**src/sv/ole_pkg.sv**
```systemverilog
// ----------------------------------------------------------------------------
// ole_pkg
// Shared widths, operation and status codes, and the per-cell control struct
// for the ordered list engine.
// ----------------------------------------------------------------------------
package ole_pkg;

   // default number of cells in the list
   localparam int OLE_DEPTH = 64;

   // field widths of the request and response transactions
   localparam int KIND_W   = 3;
   localparam int VALUE_W  = 32;
   localparam int POS_W    = 6;
   localparam int STATUS_W = 2;
   localparam int COUNT_W  = 7;

   // operation codes
   localparam logic [KIND_W-1:0] KIND_PUSH   = 3'd0;
   localparam logic [KIND_W-1:0] KIND_INSERT = 3'd1;
   localparam logic [KIND_W-1:0] KIND_POP    = 3'd2;
   localparam logic [KIND_W-1:0] KIND_FIND   = 3'd3;
   localparam logic [KIND_W-1:0] KIND_REMOVE = 3'd4;

   // status codes
   localparam logic [STATUS_W-1:0] STATUS_OK    = 2'd0;
   localparam logic [STATUS_W-1:0] STATUS_FULL  = 2'd1;
   localparam logic [STATUS_W-1:0] STATUS_EMPTY = 2'd2;
   localparam logic [STATUS_W-1:0] STATUS_MISS  = 2'd3;

   // what a cell does with its stored value this cycle
   typedef enum logic [1:0] {
      CELL_HOLD,
      CELL_LOAD,
      CELL_FROM_LEFT,
      CELL_FROM_RIGHT
   } cell_mode_type;

   // control handed to every cell
   typedef struct packed {
      cell_mode_type mode;
      logic          cmp_en;
   } cell_ctrl_type;

endpackage

```
**src/sv/ole_cell.sv**
```systemverilog
// ----------------------------------------------------------------------------
// ole_cell
// One list slot: holds a value, compares it with the broadcast key, and
// takes a new value from the key or from either neighbor.
// ----------------------------------------------------------------------------
module ole_cell import ole_pkg::*; (
   input  logic               clock,
   input  cell_ctrl_type      ctrl,
   input  logic [VALUE_W-1:0] key,
   input  logic [VALUE_W-1:0] left_val,
   input  logic [VALUE_W-1:0] right_val,
   output logic [VALUE_W-1:0] val,
   output logic               less,
   output logic               equal
);

   logic [VALUE_W-1:0] val_ff, val_in;
   logic               less_ff, less_in;
   logic               eq_ff, eq_in;

   // slot update
   always_comb begin
      case (ctrl.mode)
         CELL_HOLD:       val_in = val_ff;
         CELL_LOAD:       val_in = key;
         CELL_FROM_LEFT:  val_in = left_val;
         CELL_FROM_RIGHT: val_in = right_val;
         default:         val_in = val_ff;
      endcase
   end

   // signed compare against the key, captured once per transaction
   always_comb begin
      less_in = ctrl.cmp_en ? ($signed(val_ff) < $signed(key)) : less_ff;
      eq_in   = ctrl.cmp_en ? (val_ff == key) : eq_ff;
   end

   always_ff @(posedge clock) begin
      val_ff  <= val_in;
      less_ff <= less_in;
      eq_ff   <= eq_in;
   end

   assign val   = val_ff;
   assign less  = less_ff;
   assign equal = eq_ff;

endmodule

```
**config.mk**
```make
export PLATFORM = sky130hd
export DESIGN_NAME = ole_cell
export DESIGN_NICKNAME = d
export VERILOG_FILES = /design/src/sv/ole_pkg.sv /design/src/sv/ole_cell.sv
export SDC_FILE = /design/constraint.sdc
export NUM_CORES = 1
export LEC_CHECK = 0
export BUFFER_PORTS_ARGS = -buffer_cell sky130_fd_sc_hd__buf_2
export CAP_MARGIN = 20
export CORE_UTILIZATION = 45
export CTS_CLUSTER_DIAMETER = 30
export DETAILED_ROUTE_END_ITERATION = 7
export PLACE_DENSITY = 0.85
export SETUP_SLACK_MARGIN = 0.15
export SLEW_MARGIN = 10
export SYNTH_ARGS = -nofsm -noshare
export SYNTH_HDL_FRONTEND = slang
export SYNTH_SLANG_ARGS = --single-unit
export TNS_END_PERCENT = 20
```
**constraint.sdc**
```tcl
create_clock -name clock -period 2.4 [get_ports clock]
set_clock_uncertainty 0.15 [all_clocks]
set_input_delay 0.12 -clock clock [delete_from_list [all_inputs] [get_ports clock]]
set_output_delay 0.12 -clock clock [all_outputs]
set_load 0.02 [all_outputs]
```
== Word-level counts from Yosys, hierarchy flattened ==
Cells that the tools add are included.
Word-level totals
  word-level logic and storage cells: 10
  output and inout port bits: 34
  flip-flop bits (word level): 34
Cells by class
  magnitude comparators: 1
  reductions and logical operators: 1
  multiplexer cells: 1
  eq/ne operators: 4
Operator list (number)
  $pmux W32 S3: 1
  $eq A32 B32 Y1: 1
  $lt A32 B32 Y1: 1
  $eq A2 B2 Y1 const B: 2
  $eq A2 B1 Y1 const B: 1
  $logic_not A2 Y1: 1

== Depth between registers and ports, before layout ==
  depth in word-level cells: 2
  gate-level depth with buffers: 7

== Worst setup path after synthesis ==
No wires, ideal clock.
  kind: reg-to-reg
  start point: reg val_ff[14] (netlist: val[14])
  end point: reg less_ff (netlist: less) (data pin)
  data arrival time: 1.663 ns
  slack: 0.320 ns
  period minus slack after synthesis: 2.080 ns
  path buffers: 0
  stages on the path, launching flop included: 7
  library setup time: 0.267 ns
  cells stage by stage: edfxtp_1 ha_1 nand4_1 nor4_2 a21boi_2 o31a_1 o22ai_2
On the way
  word-level cells in the longest chain between the ends: 1
RTL lines
  start: declaration: RTL line ole_cell.sv:17  | logic [VALUE_W-1:0] val_ff, val_in;
  start signal: assignment: RTL line ole_cell.sv:39  | val_ff <= val_in;
  $lt A32 B32 Y1: RTL line ole_cell.sv:34  | less_in = ctrl.cmp_en ? ($signed(val_ff) < $signed(key)) : less_ff;
  end signal: assignment: RTL line ole_cell.sv:40  | less_ff <= less_in;
  end: declaration: RTL line ole_cell.sv:18  | logic less_ff, less_in;
Every way passes these cells.
A chain may end at the register's enable or synchronous reset.

== Worst setup path in the final report ==
  start point: reg val_ff[31] (netlist: val[31])
  end point: reg less_ff (netlist: less) (data pin)
Same word-level chain as after synthesis.

==> metrics.txt <==
Post-Syn Instances 256; Core Box Area 0.00520 sq mm; sequential-to-total area share from yosys stat 0.410; Area Overhead vs Synth 32.4%; crit end category register; setup ws final 312 ps; vias in the first global route 2290; WP data required 2270 ps; Hold Violations, Final 0; Largest stage delay, worst path 480 ps; fmax 0.479 GHz; Lkg Pwr 0.00171 uW; register bit total from synthesis 34; GRT Util Overall 0.216; DR WL/cell 13.2 um; fin nets 520; n_diodes 0; first-pass GRT wire length 9930 um; # rows 26; Post-Place Worst Slack 306 ps; clock slew at reported path FFs 70 ps; kind of critical path register to register; Syn Area/Cell 9.73 sq um; syn nets 388; I/O Pins 134; worst slew pin tran 775 ps; CP max-delay cell nor4_1; die height 76.4 um; initial antenna violation count 0; clock buffer depth 2; HP Class input port to register; Netlist cell types 27; Synthesis Warnings 0; via density per instance 4.95; share of layout cells above drive strength 1 0.374; P per Cell Area 519 mW/mm^2; total grt overflow 0; maximum level of the CTS H-tree 2; hold slack final 35.5 ps; routed vias 2266; Period minus WS final 2090 ps; Slew Limit Headroom 0.483; CTS tree built; status complete, no violations; VDD IR max 367 uV; RSZ-0062 raised after global routing no; die area 0.00584 sq mm; Port Buf Inserts 133; Die X-Extent 76.4 um; final WL 6050 um; initial DRC count 104; CP arrival 1950 ps; Worst Setup Start Kind register; max-slew violations 0; Residual DRC 0; critical-path cell list ha_1 > nand4_1 > nor4_1 > o31a_1 > o22ai_2; TritonRoute pass-1 iters 4; clock sink count 34; setup TNS 0 ps; CTS buffer count 5; Root Driver clkbuf_8; maximum fanout along the worst path 4; gpl congestion 0.787; # setup viols final 0; fin crit share 0.870; post-synthesis cell area 0.00249 sq mm; Clk Latency, worst-skew pair 270 ps; pin count of the biggest net entering global routing 65; post-route ant nets 0; Detailed Place HPWL 4800 um; maxcap violations 0; starting density of the core 0.479
## metrics by stage
step	instances	utilization	cell area, sq um	power (uW)
2_1_floorplan	256	-	2490	1120
3_3_place_gp	450	0.617	3210	1320
3_5_place_dp	450	0.617	3210	1340
4_1_cts	458	0.634	3300	1730
5_1_grt	458	0.634	3300	1830
6_report	458	0.634	3300	1710
## power breakdown
part           switching, uW  total [uW]  internal, uW  leakage (uW)
clock                    187         386           200     0.0000383
sequential              35.8         773           737      0.000343
combinational            318         552           234       0.00133
total                    540        1710          1170       0.00171
## sequential cells by signal, summed over array words and instances, names as in the netlist
| signal | count |
|---|---|
| val | 32 |
| equal | 1 |
| less | 1 |
## final timing paths
path                                   startpoint               end  slack, ps  cells past startpoint
worst max-delay path            val[31]$_DFFE_PP_    less$_DFFE_PP_        310                      5
worst min-delay path                       key[1]  val[1]$_DFFE_PP_         40                      3
worst max register to register  val[31]$_DFFE_PP_    less$_DFFE_PP_        310                      5
worst min register to register   val[2]$_DFFE_PP_   equal$_DFFE_PP_        640                      3
## kinds of logic (layout without fill, tap and decap cells)
kind of cell | after synthesis | after routing | share of synthesized area
muxes | 32 | 32 | 0.129
AOI/OAI and AO/OA | 57 | 57 | 0.130
adders and majority gates | 32 | 32 | 0.161
buffers and inverters | 43 | 175 | 0.0668
DFF | 34 | 34 | 0.410
and+or+nand+nor | 58 | 58 | 0.104
## critical path, delay by kind of cell, from the launching register on
kind | cells | cell delay [ps]
AOI/OAI and AO/OA | 2 | 290
adders and majority gates | 1 | 350
DFF | 1 | 400
and+or+nand+nor | 2 | 650
## cell usage in the layout, fill, tap and decap left out, types with 2 or more instances in the layout
cell      Yosys  routed
nand3_1       2       2
o21ai_0       4       4
clkbuf_1      6       2
buf_4         0       2
nand2_1       7       7
inv_1        32      32
nand4_1       8       8
a21o_1        2       2
edfxtp_1     34      34
mux2i_1      32      32
clkbuf_8      0       5
nor2_1       35      35
ha_1         32      32
a21oi_1      44      44
buf_2         4     133
## layout make-up
| class | count | area [sq um] |
|---|---|---|
| Clock buffer | 7 | 76.3 |
| Fill cell | 458 | 1910 |
| Inverter | 32 | 120 |
| Multi-Input combinational cell | 179 | 1300 |
| Sequential cell | 34 | 1020 |
| Tap cell | 70 | 87.6 |
| Timing Repair Buffer | 136 | 691 |
## metal layers
| layer | global-route usage | share of wire | vias up |
|---|---|---|---|
| met5 | 0 | 0 | - |
| met4 | 0.0731 | 0.013 | 0 |
| met3 | 0.0455 | 0.054 | 6 |
| met2 | 0.403 | 0.51 | 81 |
| met1 | 0.240 | 0.42 | 995 |
| li1 | - | - | 1184 |
## timing repair
action,in CTS,in global routing
gates resized for setup,0,0
setup buffers,0,0
hold endpoints to repair,2,0
hold buffers,1,0
setup endpoints to repair,0,1
## cell usage after synthesis, drive strengths merged
cell	n	area, sq um
a221o	1	10.0
nand2	7	26.3
nor4	2	18.8
nor2	35	131
a21oi	45	229
o21ai	4	20.0
a21boi	1	11.3
mux2i	32	320
buf	5	23.8
nand2b	1	6.26
edfxtp	34	1020
nand3	2	10.0
nor2b	1	6.26
a221oi	1	8.76
o31a	1	8.76
clkbuf	6	22.5
or2	1	6.26
nand4	8	50.1
o211ai	1	7.51
o22ai	1	12.5
nor3	1	5.00
inv	32	120
ha	32	400
a21o	2	15.0
(Power assumes the default switching activity.)
