<file path="config.mk">
export PLATFORM = sky130hd
export DESIGN_NAME = ole_scan
export DESIGN_NICKNAME = d
export VERILOG_FILES = /design/src/sv/ole_pkg.sv /design/src/sv/ole_scan.sv
export SDC_FILE = /design/constraint.sdc
export NUM_CORES = 1
export LEC_CHECK = 0
export CORE_MARGIN = 3
export CORE_UTILIZATION = 60
export DETAILED_ROUTE_END_ITERATION = 8
export DONT_BUFFER_PORTS = 1
export PLACE_DENSITY = 0.83
export SYNTH_ARGS = -nofsm -noshare
export SYNTH_HDL_FRONTEND = slang
export SYNTH_SLANG_ARGS = --single-unit
</file>
<file path="constraint.sdc">
create_clock -name clock -period 2.8 [get_ports clock]
set_input_delay 0.28 -clock clock [delete_from_list [all_inputs] [get_ports clock]]
set_output_delay 0.28 -clock clock [all_outputs]
set_load 0.02 [all_outputs]
</file>
<file path="src/sv/ole_pkg.sv">
// ----------------------------------------------------------------------------
// ole_pkg
// Shared widths, operation and status codes, and the per-cell control struct
// for the ordered list engine.
// ----------------------------------------------------------------------------
package ole_pkg;

   // default number of cells in the list
   localparam int OLE_DEPTH = 64;

   // field widths of the request and response transactions
   localparam int KIND_W   = 3;
   localparam int VALUE_W  = 32;
   localparam int POS_W    = 6;
   localparam int STATUS_W = 2;
   localparam int COUNT_W  = 7;

   // operation codes
   localparam logic [KIND_W-1:0] KIND_PUSH   = 3'd0;
   localparam logic [KIND_W-1:0] KIND_INSERT = 3'd1;
   localparam logic [KIND_W-1:0] KIND_POP    = 3'd2;
   localparam logic [KIND_W-1:0] KIND_FIND   = 3'd3;
   localparam logic [KIND_W-1:0] KIND_REMOVE = 3'd4;

   // status codes
   localparam logic [STATUS_W-1:0] STATUS_OK    = 2'd0;
   localparam logic [STATUS_W-1:0] STATUS_FULL  = 2'd1;
   localparam logic [STATUS_W-1:0] STATUS_EMPTY = 2'd2;
   localparam logic [STATUS_W-1:0] STATUS_MISS  = 2'd3;

   // what a cell does with its stored value this cycle
   typedef enum logic [1:0] {
      CELL_HOLD,
      CELL_LOAD,
      CELL_FROM_LEFT,
      CELL_FROM_RIGHT
   } cell_mode_type;

   // control handed to every cell
   typedef struct packed {
      cell_mode_type mode;
      logic          cmp_en;
   } cell_ctrl_type;

endpackage

</file>
<file path="src/sv/ole_scan.sv">
// ----------------------------------------------------------------------------
// ole_scan
// Registered prefix-or across the cell row: marks every cell at or behind
// the first flagged cell, and gives the one-hot of that first cell.
// ----------------------------------------------------------------------------
module ole_scan import ole_pkg::*; #(
   parameter int DEPTH = OLE_DEPTH
) (
   input  logic             clock,
   input  logic             load,
   input  logic [DEPTH-1:0] flags,
   output logic [DEPTH-1:0] prefix,
   output logic [DEPTH-1:0] first
);

   localparam int STEPS = $clog2(DEPTH);

   logic [DEPTH-1:0] prefix_ff, prefix_in;
   logic [DEPTH-1:0] spread;

   // log-step spread of each flag toward the back of the list
   always_comb begin
      spread = flags;
      for (int s = 0; s < STEPS; s++) begin
         spread = spread | (spread << (1 << s));
      end
      prefix_in = load ? spread : prefix_ff;
   end

   always_ff @(posedge clock) begin
      prefix_ff <= prefix_in;
   end

   assign prefix = prefix_ff;
   assign first  = prefix_ff & ~(prefix_ff << 1);

endmodule

</file>
## Word level (Yosys, flattened, before mapping)

Index checks and enable logic that the tools add are counted.

- Output and inout bits: 128
- Register bits after elaboration: 64
- Input port bits: 66
- Logic and storage cells: 9

- Bitwise gates (word level): 8

Operator list:

| cell | number |
|---|---|
| bitwise OR 64 bit | 6 |
| AND 64 bit | 1 |
| NOT 64 bit | 1 |

## Logic depth before layout (Yosys ltp)

Gate-level depths: netlist of the first run.

- Word-level depth: 6
- Gate-level depth with buffers: 6

## Worst setup path after synthesis of the first run

OpenSTA, ideal clock, no wires.

- Path type: input to register
- From: input port flags[43]
- To: register prefix_ff[57] (netlist: prefix[57]) (data pin)
- Data required time: 2.526 ns
- Path slack: 0.816 ns
- Arrival time: 1.710 ns
- Stages on the path: 4
- Library setup time: 0.274 ns
- Buffers on the path: 0
- Path through: or4_4 -> or4_4 -> nor3_4 -> nand4b_1

- Longest elaborated chain between the ends: 6

RTL lines:

| element | line | RTL |
|---|---|---|
| start: declaration | ole_scan.sv:11 | `input logic [DEPTH-1:0] flags,` |
| bitwise OR 64 bit (6 in series) | ole_scan.sv:25 | `spread = spread \| (spread << (1 << s));` |
| named net spread[57] | ole_scan.sv:19 | `logic [DEPTH-1:0] spread;` |
| end signal: assignment | ole_scan.sv:31 | `prefix_ff <= prefix_in;` |
| end: declaration | ole_scan.sv:18 | `logic [DEPTH-1:0] prefix_ff, prefix_in;` |

The timed path passes the listed nets, and every way through them passes these cells.
A chain may end at the register's enable or synchronous reset.

## Worst setup path after layout of the first run

- From: input port flags[2]
- To: register prefix_ff[42] (netlist: prefix[42]) (data pin)

The elaborated chain is that of the path after synthesis.

==> results of run 1 <==
## worst paths after layout
kind,start,end,slack [ps],depth (start not counted)
worst max-delay path,flags[2],prefix[42],840,5
worst min-delay path,flags[0],prefix[0],40,0
## power breakdown
| group | total, mW | internal, mW | switching, mW |
|---|---|---|---|
| logic | 0.129 | 0.0368 | 0.0922 |
| registers | 1.21 | 1.11 | 0.109 |
| clock network | 0.751 | 0.406 | 0.345 |
## area by class of cell
cell class                 instances  share of cell area (%)
clock inverter                     6                    1.81
sequential                        64                    57.8
inverter                           4                   0.452
multi-input combinational        179                    32.9
clock buffer                      10                    3.84
timing repair buffer               3                   0.677
tap                               67                    2.52
## cells by family after synthesis
family | share of synthesized area, %
flip-flops | 62.8
buffers and inverters | 1.55
AND/OR/NAND/NOR | 35.6
## cell usage after synthesis (2+ instances only)
cell type | count | area share [%]
edfxtp_1 | 64 | 63
nor2b_1 | 64 | 13
or4_4 | 2 | 0.74
buf_4 | 3 | 0.74
nor2_1 | 18 | 2.2
inv_1 | 4 | 0.49
nand4b_1 | 5 | 1.4
nor4_1 | 9 | 1.8
nor3_1 | 7 | 1.1
or2_2 | 6 | 1.2
nand2b_1 | 5 | 1.0
nand3b_1 | 7 | 1.7
nand3_1 | 12 | 2.0
buf_2 | 2 | 0.33
nand2_1 | 15 | 1.8
nand4_1 | 6 | 1.2
or3_1 | 9 | 1.8
nor4b_1 | 2 | 0.57
or4_1 | 6 | 1.5
## metrics by stage
stage | cells | hold slack, ps | setup WS (ps) | power [mW] | util, %
2_1_floorplan | 252 | 379 | 816 | 1.34 | -
3_3_place_gp | 317 | 379 | 641 | 1.37 | 65.1
3_5_place_dp | 317 | 379 | 583 | 1.37 | 65.1
4_1_cts | 333 | 25.6 | 878 | 2.11 | 69.0
5_1_grt | 333 | 19.7 | 678 | 2.17 | 69.0
6_report | 333 | 40.7 | 836 | 2.09 | 69.0
## layer usage
| metal | vias to the layer above | track usage (%) | share of wire (%) |
|---|---|---|---|
| met2 | 144 | 39.7 | 53 |
| met4 | 0 | 10.1 | 1.6 |
| met1 | 972 | 25.6 | 35 |
| met5 | - | 0 | 0 |
| li1 | 939 | - | - |
| met3 | 9 | 7.31 | 10 |
## critical path: cells and delay by family
family | cells | cell delay [ps]
buffers and inverters | 1 | 370
and+or+nand+nor | 4 | 1360
==> impl_results.md, run 1 <==
- Tmin final: a little under 2000 ps
- Dpl cell area: about 3100 um^2
- CP required: roughly 2900 ps
- Peak Freq: about 500 MHz
- Final Setup Violations: 0
- Flops & latches, synth: 64
- Total gr overflow: 0
- RSZ-0062 raised after global routing: false
- Commonest register cell after synthesis: edfxtp_1
- WL/cell: around 21 um
- First-pass GRT wire length: approximately 10 mm
- Design Area, Final: about 3300 um^2
- Clock transition at path regs: 70 ps
- Root buffer cell: clkbuf_8
- Synth Instances: around 250
- Synthesized Nets: around 320
- # resized after CTS: 0
- Post-Syn Area: ~3100 um^2
- Iter 0 DRT Violations: between 70 and 80
- Remaining DRCs: 0
- Routed vias: slightly above 2,000
- Leak: 0.993 nW
- CP max FO: 38
- Yosys Warn Count: 0
- Register area share after synthesis: 62.8%
- Pre-Repair DR Iteration Count: 4
- Fin. max-slew vios: 0
- Flip-flop and latch area: just under 2000 um^2
- Max-cap viol count: 0
- CTS Sinks: 64
- Worst EP arrival: approximately 2000 ps
- Share of cells above drive strength 1: 10.9%
- Power Density: between 600 and 700 nW/um^2
- VDD IR-drop max: around 0.42 mV
- Average size of a mapped cell: 12.1 um^2
- Hold Violations, Final: 0
- Detailed Route WL: about 6.9 mm
- Core Rows: 25
- Post-CTS Setup Inserts: 0
- Slew at the pin closest to its max-slew limit: between 600 and 700 ps
- Core ar.: 4820 um^2
- Commonest cells after routing, fill and taps aside: 64 x nor2b_1, 64 x edfxtp_1, 18 x nor2_1, 15 x nand2_1, 12 x nand3_1
- CP cell instances: nor4_1 -> nand3_1 -> nor3_2 -> buf_4 -> nand4b_1
- Kind of critical path: in2reg
- Async set-reset flop share out of synthesis: 0%
- Die ar.: 5990 um^2
- Die Height: roughly 77 um
- Vias in the first global route: between 2,000 and 2,500
- CTS HTree Levels: 3
- TritonCTS buffer count: 9
- IO Pins: 194
- TritonCTS clock tree: yes
- Final Net Count: around 330
- Antenna-violating nets left: 0
- CTS Hold Bufs: 0
- Max stage delay on crit path: around 550 ps
- Worst setup SP type: primary input
- Final period utilization: 70.1%
- Max reg flops: 64
- Post-synth EDFFs: 64
- Initial core utilization: a little under two thirds
- # port buffers: 0
- Die W: approximately 77 um
- Slew headroom: 58.8%
- Largest net degree at the start of global routing: 65
- CTS Buffer Depth: 2
- Critical path capture point type: flip-flop
- TNS Setup: 0 ps
- Crit-path slowest cell: nor4_1
- Gr usage total: between 20% and 30%
- Status: completed
- Library cells used by synthesis: 25
- Layout area overhead: 8.72%
- Dpl hpwl: 5.19 mm
- Area of the multi-input gates: between 1000 and 1500 um^2
- Antenna violations before repair: 0
- RePlAce Congestion: roughly 0.78
- Worst hold path type: in2reg
- # fillers: 387
- DR vias/cell: just over 6
- Antenna fix cells: 0
No activity file was read; power rests on OpenSTA's default activity.
==> run 2, diff against run 1 <==
--- a/config.mk
+++ b/config.mk
@@ -5,8 +5,9 @@
 export SDC_FILE = /design/constraint.sdc
 export NUM_CORES = 1
 export LEC_CHECK = 0
+export ABC_AREA = 1
 export CORE_MARGIN = 3
-export CORE_UTILIZATION = 60
+export CORE_UTILIZATION = 58
 export DETAILED_ROUTE_END_ITERATION = 8
 export DONT_BUFFER_PORTS = 1
 export PLACE_DENSITY = 0.83
==> constraint.sdc (replaced) <==
create_clock -name clock -period 1.6 [get_ports clock]
set_input_delay 0.16 -clock clock [delete_from_list [all_inputs] [get_ports clock]]
set_output_delay 0.16 -clock clock [all_outputs]
set_load 0.02 [all_outputs]
==> impl_results.md, run 2 <==
- Status: complete, but fails checks
- Failing checks: negative hold slack
- CTS Buffer Depth: 2 (unchanged)
- Core Util, Final: 67.2% (-1.8 points)
- Final period utilization: around 91%
- Tmin final: about 1500 ps
- TNS Setup: 0 ps (unchanged)
- Kind of critical path: reg2out
- Gr usage total: 27.8% (+5.0 points)
- Most common cell after layout, fill and taps aside: nor2_1
- Die Height: 86.3 um (+11%)
- Synth Instances: 519 (+110%)
- Worst setup SP type: flip-flop
- CTS Sinks: 64 (unchanged)
- Average size of a mapped cell: 7.20 um^2 (-41%)
- Commonest cells after routing, fill and taps aside: 201 x nor2_1, 126 x nand2_1, 93 x inv_1, 64 x edfxtp_1, 11 x nor2_2
- Post-Syn Area: 3740 um^2 (+22%)
- CP max FO: 3 (-92%)
- Peak Freq: slightly below 700 MHz
- Antenna-violating nets left: 0 (unchanged)
- Synth cell count leaders: 201 x nor2_1, 126 x nand2_1, 93 x inv_1, 64 x edfxtp_1, 11 x nor2_2
- Synth area leader: edfxtp_1
- VDD IR-drop max: 0.560 mV (+34%)
- Vias in the first global route: 3,177 (+56%)
- Detailed Route WL: 10.4 mm (+49%)
- Worst EP arrival: 1300 ps (-710 ps)
- CP delay by family, top: flip-flops
- TritonCTS buffer count: 9 (unchanged)
- Core ar.: 6100 um^2 (+27%)
- Remaining DRCs: 0 (unchanged)
- Total gr overflow: 0 (unchanged)
- CTS HTree Levels: 3 (unchanged)
- Commonest register cell after synthesis: edfxtp_1
- Antenna fix cells: 0 (unchanged)
- Hold Violations, Final: 64 (+64)
- # resized after CTS: 0 (unchanged)
- # port buffers: 0 (unchanged)
- Dpl cell area: 3830 um^2 (+22%)
- RSZ-0062 raised after global routing: false
- Share of the synthesized area in the top cell type: 51.4% (-11 points)
- Library cells used by synthesis: 14 (-44%)
- Slew headroom: 71.5% (+13 points)
- Dpl hpwl: 8.35 mm (+61%)
- Post-synth EDFFs: 64 (unchanged)
- Final Net Count: 599 (+83%)
- Synthesized Nets: 585 (+84%)
- DR vias/cell: 5.24 (-15%)
- Max stage delay on crit path: 530 ps (-20 ps)
- Layout area overhead: 9.61%
- TritonCTS clock tree: yes
- Core Rows: 28 (+12%)
- Largest family of logic cells by synthesized area: simple AND/OR/NAND/NOR gates
- Routed vias: 3,214 (+56%)
- Final Setup Violations: 0 (unchanged)
- # fillers: 532 (+37%)
- Post-Synth Simple-Gate Area: 38.5% (+2.9 points)
- First-pass GRT wire length: 15.5 mm (+50%)
- CP cell instances: inv_1 -> nor2_1
- Root buffer cell: clkbuf_8
- Max reg flops: 64 (unchanged)
- Share of cells above drive strength 1: 7.81% (-3.1 points)
- Pre-Repair DR Iteration Count: 5 (+1)
- Crit-path slowest cell: edfxtp_1
- Die W: 86.3 um (+11%)
- Slew at the pin closest to its max-slew limit: 426 ps (-186 ps)
- Flops & latches, synth: 64 (unchanged)
- Yosys Warn Count: 0 (unchanged)
- Adder-Cell Fraction of Synth Area: 0% (unchanged)
- Compound-Gate Fraction of Synth Area: 0% (unchanged)
- Clock transition at path regs: 70 ps (about the same)
- Most common cell in the netlist: nor2_1
- Antenna violations before repair: 0 (unchanged)
- CP required: 1440 ps (-1410 ps)
- Async set-reset flop share out of synthesis: 0% (unchanged)
- Leak: 1.66 nW (+67%)
- Fin. max-slew vios: 0 (unchanged)
- Power Density: 1000 nW/um^2 (+59%)
- Max-cap viol count: 0 (unchanged)
- Top post-synthesis cells by area: edfxtp_1 51%, nor2_1 20%, nand2_1 13%, inv_1 9.3%, nor2_2 1.8%
- Register area share after synthesis: 51.4% (-11 points)
- Mux cell area share after synthesis: 0% (unchanged)
- Die ar.: 7440 um^2 (+24%)
- Worst hold path type: in2reg
- Hold_ws: -72.9 ps (-114 ps)
- Post-synthesis xor/xnor area fraction: 0% (unchanged)
- WP buf/inv: 1 (unchanged)
- IO Pins: 194 (unchanged)
- RePlAce Congestion: 0.956 (+23%)
- Critical path capture point type: output port
- Largest net degree at the start of global routing: 65 (unchanged)
- Initial core utilization: 61.3% (-2.2 points)
- Design Area, Final: 4100 um^2 (+23%)
- WL/cell: 16.9 um (-19%)
- Iter 0 DRT Violations: 242 (+210%)
[run 2: cell count changes in the layout (fill, tap and decap cells not counted), moves of 9 or more]
| cell | change |
|---|---|
| or3_1 | -9 |
| nor2_1 | +183 |
| inv_1 | +89 |
| nor2b_1 | -64 |
| nand3_1 | -9 |
| nor4_1 | -9 |
| nand2_1 | +111 |
| nor2_2 | +11 |
[run 2: path summary, 6_finish.rpt]
kind / endpoint / startpoint / depth (start not counted)
max: first[44] / prefix[44] / 2
min: prefix[22] / load / 0
[run 2: timing repair]
| action | CTS | global route |
|---|---|---|
| hold buffers | 2 | 1 |
| setup buffers | 0 | 0 |
| endpoints found under the hold margin | 66 | 65 |
[run 2: cell families (layout without fill, tap and decap cells)]
group                  count (synthesis)  in the layout
DFF                                   64             64
buffers and inverters                 99            118
and+or+nand+nor                      356            356
[run 2: area by class of cell]
class	count	area [um^2]	area share, %
Clock buffer	10	128	3.12
Clock inverter	6	108	2.63
Inverter	98	368	8.98
Multi-Input combinational cell	356	1440	35.2
Sequential cell	64	1920	46.9
Tap cell	75	93.8	2.29
Timing Repair Buffer	4	37.5	0.916
[run 2: where the power goes]
part / total [mW] / internal [mW] / switching, mW
clock network: 1.65 / 1.03 / 0.616
registers: 2.13 / 1.94 / 0.195
logic: 0.320 / 0.0719 / 0.248
total: 4.10 / 3.04 / 1.06
[run 2: per-stage QoR]
stage / cells / power (mW) / setup WS, ps / hold slack (ps)
2_1_floorplan: 519 / 2.41 / 497 / 259
3_3_place_gp: 594 / 2.48 / 203 / 259
3_5_place_dp: 594 / 2.48 / 218 / 259
4_1_cts: 612 / 4.10 / 119 / -81.2
5_1_grt: 613 / 4.24 / 53.1 / -93.3
6_report: 613 / 4.10 / 137 / -72.9
[run 2: per-layer routing]
layer  vias to the layer above  GRT usage [%]  part of all wire (%)
li1                       1570              -                     -
met1                      1429           35.7                    40
met2                       194           47.2                    49
met3                        21           5.04                   8.7
met4                         0           10.5                   2.0
met5                         -              0                     0
==> run 3, diff against run 2 <==
--- a/config.mk
+++ b/config.mk
@@ -6,10 +6,10 @@
 export NUM_CORES = 1
 export LEC_CHECK = 0
 export ABC_AREA = 1
+export BUFFER_PORTS_ARGS = -buffer_cell sky130_fd_sc_hd__buf_2
 export CORE_MARGIN = 3
-export CORE_UTILIZATION = 58
+export CORE_UTILIZATION = 41
 export DETAILED_ROUTE_END_ITERATION = 8
-export DONT_BUFFER_PORTS = 1
 export PLACE_DENSITY = 0.83
 export SYNTH_ARGS = -nofsm -noshare
 export SYNTH_HDL_FRONTEND = slang
==> impl_results.md, run 3 (same netlist as run 2, synthesis figures left out) <==
- Status: completed
- Internal power: 3.03 mW (-0.37%)
- CTS Hold Bufs: 0 (-2)
- First-pass GRT wire length: 16.9 mm (+9.1%)
- Antenna fix cells: 0 (unchanged)
- Max-cap viol count: 0 (unchanged)
- Root buffer cell: clkbuf_8
- Commonest cells after routing, fill and taps aside: 201 x nor2_1, 193 x buf_2, 126 x nand2_1, 93 x inv_1, 64 x edfxtp_1
- RePlAce Congestion: 0.978 (+2.3%)
- # port buffers: 193 (+193)
- Clock power share: 34.7% (-5.5 points)
- Dpl hpwl: 9.35 mm (+12%)
- Layout area overhead: 35.2%
- VDD IR-drop max: 0.470 mV (-16%)
- Power Density: 826 nW/um^2 (-17%)
- Die W: 101 um (+18%)
- Vias in the first global route: 3,499 (+10%)
- Final Setup Violations: 0 (unchanged)
- Iter 0 DRT Violations: 279 (+15%)
- DR vias/cell: 4.67 (-11%)
- Core Rows: 34 (+21%)
- Worst setup SP type: flip-flop
- Max reg flops: 64 (unchanged)
- Routed vias: 3,903 (+21%)
- CP max FO: 3 (unchanged)
- Initial core utilization: 42.4% (-19 points)
- Final Net Count: 789 (+32%)
- IO Pins: 194 (unchanged)
- Final period utilization: 79.4% (-12 points)
- Kind of critical path: reg2out
- Clock transition at path regs: 70 ps (about the same)
- Leak: 2.45 nW (+47%)
- Switching power: 1.15 mW (+8.1%)
- Gr usage total: 21.2% (-6.6 points)
- Antenna-violating nets left: 0 (unchanged)
- CTS Sinks: 64 (unchanged)
- Share of cells above drive strength 1: 32.0% (+24 points)
- Post-CTS Setup Inserts: 0 (unchanged)
- Setup WS post-layout: 329 ps (+192 ps)
- Non-Filler Instances: 835 (+36%)
- TritonCTS clock tree: yes
- Hold_ws: 47.6 ps (+121 ps)
- Worst hold path type: in2reg
- Slew headroom: 77.2% (+5.7 points)
- Sw Ratio: 27.5% (+1.6 points)
- # resized after CTS: 0 (unchanged)
- Total gr overflow: 0 (unchanged)
- CTS HTree Levels: 3 (unchanged)
- Seq pwr share: 48.2% (-3.8 points)
- Die Height: 101 um (+18%)
- TNS Setup: 0 ps (unchanged)
- Logic gate share of total power: 17.1% (+9.3 points)
- Die ar.: 10,300 um^2 (+38%)
- Pre-Repair DR Iteration Count: 5 (unchanged)
- Core Util, Final: 57.4% (-9.8 points)
- Remaining DRCs: 0 (unchanged)
- RSZ-0062 raised after global routing: false
- Antenna violations before repair: 0 (unchanged)
- Critical path capture point type: output port
- WL/cell: 13.5 um (-20%)
- Dpl cell area: 4850 um^2 (+27%)
- Peak Freq: 787 MHz (+15%)
- Design Area, Final: 5050 um^2 (+23%)
- CP required: 1440 ps (about the same)
- CTS Buffer Depth: 2 (unchanged)
- Fin. max-slew vios: 0 (unchanged)
- Worst EP arrival: 1110 ps (-190 ps)
- Tmin final: 1270 ps (-192 ps)
- Cells after DPL: 820 (+38%)
- Tot Pwr: 4.17 mW (+1.8%)
- Post-Place Setup Slack: 154 ps (-64.7 ps)
- Detailed Route WL: 11.3 mm (+8.8%)
- TritonCTS buffer count: 9 (unchanged)
- Core ar.: 8810 um^2 (+44%)
- Largest net degree at the start of global routing: 65 (unchanged)
- Hold Violations, Final: 0 (-100%)
- Slew at the pin closest to its max-slew limit: 342 ps (-84.2 ps)
- Most common cell after layout, fill and taps aside: nor2_1
run 3: cell count changes in the layout (fill, tap and decap cells not counted):
| cell | previous run | this run |
|---|---|---|
| buf_2 | 0 | 193 |
| buf_4 | 1 | 0 |
| bufinv_16 | 3 | 2 |
| clkinv_1 | 1 | 2 |
| buf_12 | 0 | 1 |
| clkinv_4 | 1 | 0 |
| dlygate4sd3_1 | 3 | 0 |
run 3: path summary, 6_finish.rpt:
check	startpoint	endpoint	depth (start not counted)
worst max-delay path	prefix[32]	first[33]	2
worst min-delay path	flags[0]	prefix[0]	1
run 3: power groups by stage:
stage	Combinational, mW	Sequential, mW	Clock [mW]
2_1_floorplan	0.273	2.14	0
3_3_place_gp	0.707	2.05	0
3_5_place_dp	0.715	2.05	0
4_1_cts	0.717	2.01	1.45
5_1_grt	0.778	2.02	1.50
6_report	0.714	2.01	1.45
run 3: final cells by class:
| class | instances | area (um^2) |
|---|---|---|
| tap | 108 | 135 |
| timing repair buffer | 194 | 986 |
| sequential | 64 | 1920 |
| multi-input combinational | 356 | 1440 |
| clock buffer | 10 | 128 |
| fill | 808 | 3750 |
| clock inverter | 5 | 72.6 |
| inverter | 98 | 368 |
run 3: metal layers:
layer  wire, um  up-vias  GRT usage (%)
met5          0        -              0
met4        286        0           9.71
met1       4700     1721           27.8
li1           -     1947              -
met3        827       25           2.27
met2       5450      210           35.5
run 3: critical path: stages, from the launching register on:
cell and delay, ps:
edfxtp_1 440, nor2_1 150, buf_2 190
